--- src/rtl/lzwd_pkg.sv ---
// Shared types and constants of the LZ window decompressor.
// Used by lzwd_fifo, lzwd_ctrl and the top level; depends on nothing.
`default_nettype none

package lzwd_pkg;

  // One compressed input item
  typedef struct packed {
    logic [7:0] in_byte;
  } in_item_t;

  // One decompressed result item
  typedef struct packed {
    logic [7:0] out_byte;
    logic       last_of_run;
    logic       end_of_stream;
  } out_item_t;

  // Parser / copy sequencer states
  typedef enum logic [2:0] {
    ST_HDR_HI,
    ST_HDR_LO,
    ST_TOKEN,
    ST_PAIR_LO,
    ST_COPY
  } state_e;

  // Occupancy of the output queue as seen by the sequencer
  typedef struct packed {
    logic [1:0] count;
    logic       pop;
  } fifo_stat_t;

  localparam int unsigned FIFO_DEPTH    = 2;
  localparam logic [3:0]  FLAGS_PER_GRP = 4'd8;
  localparam logic [4:0]  MIN_MATCH     = 5'd3;
  localparam logic [12:0] MIN_BACK      = 13'd3;

endpackage

`default_nettype wire

--- src/rtl/lzwd_stream_if.sv ---
// Valid/ready stream channel carrying one payload item per handshake.
// Payload type is a parameter; used with the item types of lzwd_pkg.
`default_nettype none

interface lzwd_stream_if #(
  parameter type T = logic [7:0]
);
  logic valid;
  logic ready;
  T     data;

  modport source (output valid, output data, input ready);
  modport sink   (input valid, input data, output ready);
endinterface

`default_nettype wire

--- src/rtl/lzwd_fifo.sv ---
// Two-entry output queue that decouples result delivery from the sequencer.
// Depends on lzwd_pkg and lzwd_stream_if.
`default_nettype none

module lzwd_fifo (
  input  wire logic                  clk_i,
  input  wire logic                  rst_ni,
  input  wire logic                  push_i,
  input  wire lzwd_pkg::out_item_t   push_item_i,
  output lzwd_pkg::fifo_stat_t       stat_o,
  lzwd_stream_if.source              out_o
);

  lzwd_pkg::out_item_t slot_q [lzwd_pkg::FIFO_DEPTH];
  logic       wr_ptr_q, wr_ptr_d;
  logic       rd_ptr_q, rd_ptr_d;
  logic [1:0] count_q, count_d;
  logic       pop;

  assign pop         = out_o.valid & out_o.ready;
  assign out_o.valid = (count_q != 2'd0);
  assign out_o.data  = slot_q[rd_ptr_q];
  assign stat_o      = '{count: count_q, pop: pop};

  // Advance pointers and occupancy
  always_comb begin
    wr_ptr_d = push_i ? ~wr_ptr_q : wr_ptr_q;
    rd_ptr_d = pop ? ~rd_ptr_q : rd_ptr_q;
    count_d  = count_q + {1'b0, push_i} - {1'b0, pop};
  end

  always_ff @(posedge clk_i or negedge rst_ni) begin
    if (!rst_ni) begin
      wr_ptr_q <= 1'b0;
      rd_ptr_q <= 1'b0;
      count_q  <= 2'd0;
    end else begin
      wr_ptr_q <= wr_ptr_d;
      rd_ptr_q <= rd_ptr_d;
      count_q  <= count_d;
    end
  end

  // Store pushed item
  always_ff @(posedge clk_i) begin
    if (push_i) begin
      slot_q[wr_ptr_q] <= push_item_i;
    end
  end

endmodule

`default_nettype wire

--- src/flat_wrapper.sv ---
// flat-port wrapper written by rule: the top's interface ports become plain ports
module lzwd_fifo_flat 
  (clk_i, rst_ni, push_i, push_item_i, stat_o, out_o_valid, out_o_data, out_o_ready);
  lzwd_stream_if out_o_i ();
  input  wire logic clk_i;
  input  wire logic rst_ni;
  input  wire logic push_i;
  input  wire lzwd_pkg::out_item_t push_item_i;
  output lzwd_pkg::fifo_stat_t stat_o;
  output wire logic [$bits(out_o_i.valid)-1:0] out_o_valid;
  output wire logic [$bits(out_o_i.data)-1:0] out_o_data;
  input wire logic [$bits(out_o_i.ready)-1:0] out_o_ready;
  assign out_o_valid = out_o_i.valid;
  assign out_o_data = out_o_i.data;
  assign out_o_i.ready = out_o_ready;
  lzwd_fifo u_core (.clk_i(clk_i), .rst_ni(rst_ni), .push_i(push_i), .push_item_i(push_item_i), .stat_o(stat_o), .out_o(out_o_i));
endmodule
--- config.mk ---
export PLATFORM = sky130hd
export DESIGN_NAME = lzwd_fifo_flat
export DESIGN_NICKNAME = d
export VERILOG_FILES = /design/src/rtl/lzwd_pkg.sv /design/src/rtl/lzwd_stream_if.sv /design/src/rtl/lzwd_fifo.sv /design/src/flat_wrapper.sv
export SDC_FILE = /design/constraint.sdc
export NUM_CORES = 1
export LEC_CHECK = 0
export ABC_CLOCK_PERIOD_IN_PS = 2500
export BUFFER_PORTS_ARGS = -buffer_cell sky130_fd_sc_hd__buf_2
export CAP_MARGIN = 25
export CORE_UTILIZATION = 43
export CTS_CLUSTER_SIZE = 20
export DETAILED_ROUTE_END_ITERATION = 12
export GPL_ROUTABILITY_DRIVEN = 0
export PLACE_DENSITY = 0.76
export SETUP_SLACK_MARGIN = 0.2
export SLEW_MARGIN = 10
export SYNTH_ARGS = -nofsm -noshare
export SYNTH_HDL_FRONTEND = slang
export SYNTH_SLANG_ARGS = --single-unit
--- constraint.sdc ---
create_clock -name clk_i -period 2.5 [get_ports clk_i]
set_clock_uncertainty 0.15 [all_clocks]
set_input_delay 0.125 -clock clk_i [delete_from_list [all_inputs] [get_ports clk_i]]
set_output_delay 0.125 -clock clk_i [all_outputs]
set_load 0.05 [all_outputs]
# Word-level counts from Yosys, hierarchy flattened
# Memories as Yosys holds them, arrays and structs flattened.
# Index checks and enable logic that the tools add are counted.
# op_classes
n_addsub	2
mux	2
bitwise_logic	3
reduce_logical	1
# ops
operator	count
2-bit by 1-bit adder with 2-bit output	1
1-bit 2-to-1 mux	2
1-bit inverter	2
2-bit nonzero test	1
2-bit by 1-bit subtractor with 2-bit output	1
1-bit AND	1
# word_totals
regBits	4
ramBits	20
in_bits	14
elab_cells	12
mem_count	1
# memory_table
name	words	word_bits	read_ports	rd_ports_with_merged_regs	wr	line_no	source
u_core.slot_q	2	10	1	0	1	lzwd_fifo.sv:14	lzwd_pkg::out_item_t slot_q [lzwd_pkg::FIFO_DEPTH];

# Depth between registers and ports, before layout
# logic_depth
word_depth	3
depth_mapped	6
mapped_depth_nobuf	6

# Worst setup path before layout
# Ideal clock, no wire load.
# synth_path
kind	register to register
start	register u_core.count_q[1]
end	register u_core.count_q[1]
arrival_ns	1.569
setup_slack_ns	0.639
stages_incl_launch_ff	7
path_buffers	0
period_less_slack_ns	1.861
path_cell_list	dfrtp_1 -> o21a_1 -> ha_1 -> inv_1 -> ha_1 -> xnor2_1 -> xnor2_1
# synth_between
elab_chain_cells	3
elab_cells_between_ends	4
# synth_lines
item	line_no	source
start, declared	lzwd_fifo.sv:17	logic [1:0] count_q, count_d;
start signal, assigned	lzwd_fifo.sv:40	count_q <= count_d;
2-bit nonzero test	lzwd_fifo.sv:21	assign out_o.valid = (count_q != 2'd0);
1-bit AND	lzwd_fifo.sv:20	assign pop = out_o.valid & out_o.ready;
named net u_core.pop	lzwd_fifo.sv:18	logic pop;
2-bit by 1-bit subtractor with 2-bit output	lzwd_fifo.sv:29	count_d = count_q + {1'b0, push_i} - {1'b0, pop};
named net u_core.count_d[1]	lzwd_fifo.sv:17	
# The timed path passes the listed nets, and every way through them passes these cells.
# A chain may end at the register's enable or synchronous reset.

# Worst setup path in the final report
# layout_path
start	register u_core.rd_ptr_q
end	output out_o_data[1]
# layout_between
elab_chain_cells	1
# layout_lines
item	line_no	source
start, declared	lzwd_fifo.sv:16	logic rd_ptr_q, rd_ptr_d;
start signal, assigned	lzwd_fifo.sv:39	rd_ptr_q <= rd_ptr_d;
memory 2 x 10 bit	--	
end, declared	flat_wrapper.sv:11	output wire logic [$bits(out_o_i.data)-1:0] out_o_data;
# No other way between the ends.

==> impl_metrics.yaml <==
outcome:
  status: "finished clean"
clocking:
  cts_tree: "built"
  clock_tree.root_cell: "clkbuf_4"
  clock_latency_ns: 0.29
  cts_buffers: 3
  clock-sinks: 20
  cts.clk_slew.worst_paths_ns: 0.11
  clockBufferDepth: 2
  h-tree-depth: 1
grt:
  grt_max_degree: 12
  first_global_vias: 422
  grt-ovfl-total: 0
  groute.usage.overall_pct: 14.3
  grt_pass1_wl_um: 1840
  antenna_found_initial: 0
routing:
  vias_per_cell: 4.39
  first_iter_violations: 3
  first_pass_iters: 4
  vias: 452
  ant_nets: 0
  drc_errors: 0
  avgRoutedWirePerCell_um: 12.0
  wl_um: 1240
placed_design:
  port-buffer-count: 23
  dp_cells: 88
  preCtsSetupSlack_ns: 0.856
  hpwl_um: 782
timing:
  timing.fmax_mhz: 554
  rsz0062_at_grt: "false"
  slew_headroom_pct: 50.7
  setup_ws_ns: 0.694
  setup-violations-final: 0
  layout_min_cycle_time_ns: 1.81
  slew_viol_final: 0
  worstMarginPinSlew_ns: 0.738
  hold_violations: 0
  finalCritPeriodShare_pct: 72.2
  setup_tns_ns: 0
finish:
  nets: 95
  fin_util_pct: 62.3
  drive_gt1_share_pct: 46.2
  syn2layout_area_growth_pct: 33.7
  fin_cells: 103
  num_antenna_cells: 0
yosys:
  synthCells: 42
  syn_area_um2: 813
  yosysTopAreaCell: "edfxtp_1"
  synthTopCellsByCount: "edfxtp_1, mux2_4, dfrtp_1"
  synth_adder_area_share_pct: 3.08
  ys.warnings.count: 0
  synth_area_leaders: "edfxtp_1, mux2_4, dfrtp_1"
  synth-compound-area-share_pct: 0.923
  synthMuxAreaShare_pct: 14.8
  synth_simple_gate_area_share_pct: 2.31
  synth_top_family_by_area: "multiplexers"
  synth_edf_count: 16
  avgSynthCellArea_um2: 19.4
  ys.flop_type: "edfxtp_1"
  synth_cell_type_count: 13
  synth_xor_xnor_area_share_pct: 4.31
  synth.most_common_cell: "edfxtp_1"
  yosysSeqAreaShare_pct: 71.4
  ys_ff_latch: 20
  async_reset_ff_share_pct: 20.0
  yosysTopAreaCellShare_pct: 59.1
  synth_nets: 58
setup_path:
  crit_chain: "mux2_4 > buf_2"
  rrSetupSlack_ns: 0.85
  critPathMaxStageDelay_ns: 0.68
  crit_family: "flip-flops"
  endpoint: "out_o_data[1]"
  cp.required_ns: 2.23
  cp-end-kind: "output pin"
  crit_fanout: 9
  startpoint: "u_core.rd_ptr_q"
  crit_cells: 2
  path_buf_inv: 1
  crit_type: "reg -> out"
  arrival_ns: 1.53
  r2r_end: "u_core.count_q[1]"
  startpoint_type: "flip-flop"
  r2r_start: "u_core.count_q[1]"
  r2r_cells: 6
  slowest_stage: "dfrtp_1"
floorplan:
  start_util_pct: 46.6
  core_mm2: 0.00175
  rows: 15
  fp.dieH_um: 45.5
  ios: 26
  die_width_um: 45.5
  die_area_mm2: 0.00207
flow_run:
  drv_cap: 0
min_path:
  hp-class: "in -> reg"
pwr:
  ir_drop_v: 0.000858
  total_power_mw: 1.34
  p_per_area_mw_per_mm2: 1240
  power.leakage_nw: 0.468
==> flip-flops by register name, summed over array words and instances, names as in the netlist <==
name and flops:
u_core.count_q 2, u_core.rd_ptr_q 1, u_core.slot_q 16, u_core.wr_ptr_q 1
==> worst min-delay path by stage <==
stage | from | endpoint | slack (ns) | depth (start not counted)
CTS | out_o_ready | u_core.rd_ptr_q | 0.01 | 3
global route | out_o_ready | u_core.rd_ptr_q | 0.02 | 3
detailed placement | rst_ni | u_core.wr_ptr_q | -0.21 | 1
global placement | rst_ni | u_core.wr_ptr_q | -0.22 | 1
finish | out_o_ready | u_core.rd_ptr_q | 0.02 | 3
floorplan | rst_ni | u_core.count_q[0] | -0.32 | 0
==> area by class of cell <==
class | instances | area, um^2
Fill cell | 140 | 658
Sequential cell | 20 | 581
Timing Repair Buffer | 34 | 225
Multi-Input combinational cell | 18 | 206
Clock buffer | 4 | 36.3
Tap cell | 25 | 31.3
Inverter | 2 | 7.51
==> through the flow <==
stage | area [um^2] | hold slack, ns
floorplan | 813 | -0.321
global placement | 941 | -0.217
detailed placement | 941 | -0.213
CTS | 1090 | 0.0144
global route | 1090 | 0.0163
finish | 1090 | 0.0235
==> worst reg2reg max path: stages, from the launching register on <==
cell and delay, ns:
dfrtp_1 0.43, o21a_1 0.22, ha_1 0.28, inv_1 0.04, ha_1 0.17, xnor2_1 0.16, xnor2_1 0.13
==> cell usage in the layout, fill, tap and decap left out <==
cell type / n
dlygate4sd3_1: 11
buf_2: 23
mux2_4: 8
clkbuf_4: 3
and2_1: 1
inv_1: 2
clkbuf_8: 1
dfrtp_1: 4
edfxtp_1: 16
nor2b_1: 1
o21a_1: 1
xnor2_1: 2
or2_2: 1
xor2_1: 2
ha_1: 2
==> what timing repair did <==
item	in CTS	in global routing
endpoints found under the setup margin	0	0
hold buffers	11	0
hold endpoints to repair	22	0
gates resized for setup	0	0
setup buffers	0	0
==> where the power goes <==
group	internal, mW	total (mW)	switching [mW]	leakage, nW
combinational	0.220	0.635	0.415	0.250
sequential	0.454	0.528	0.0738	0.197
clock	0.0887	0.181	0.0927	0.0210
==> routing by layer <==
layer	up-vias	global-route usage, %	wire (um)	share of wire (%)
met1	212	13.2	494	40
met5	-	0	0	0
li1	226	-	-	-
met4	0	9.09	0	0
met2	14	25.4	693	56
met3	0	5.95	47	3.8
==> cell families (layout without fill, tap and decap cells) <==
kind of cell,count (synthesis),in the layout
AOI/OAI and AO/OA,1,1
xor gates and xnor gates,4,4
DFF,20,20
muxes,8,8
and+or+nand+nor,3,3
adders and majority gates,2,2
buffers and inverters,4,40
(Power assumes the default switching activity.)
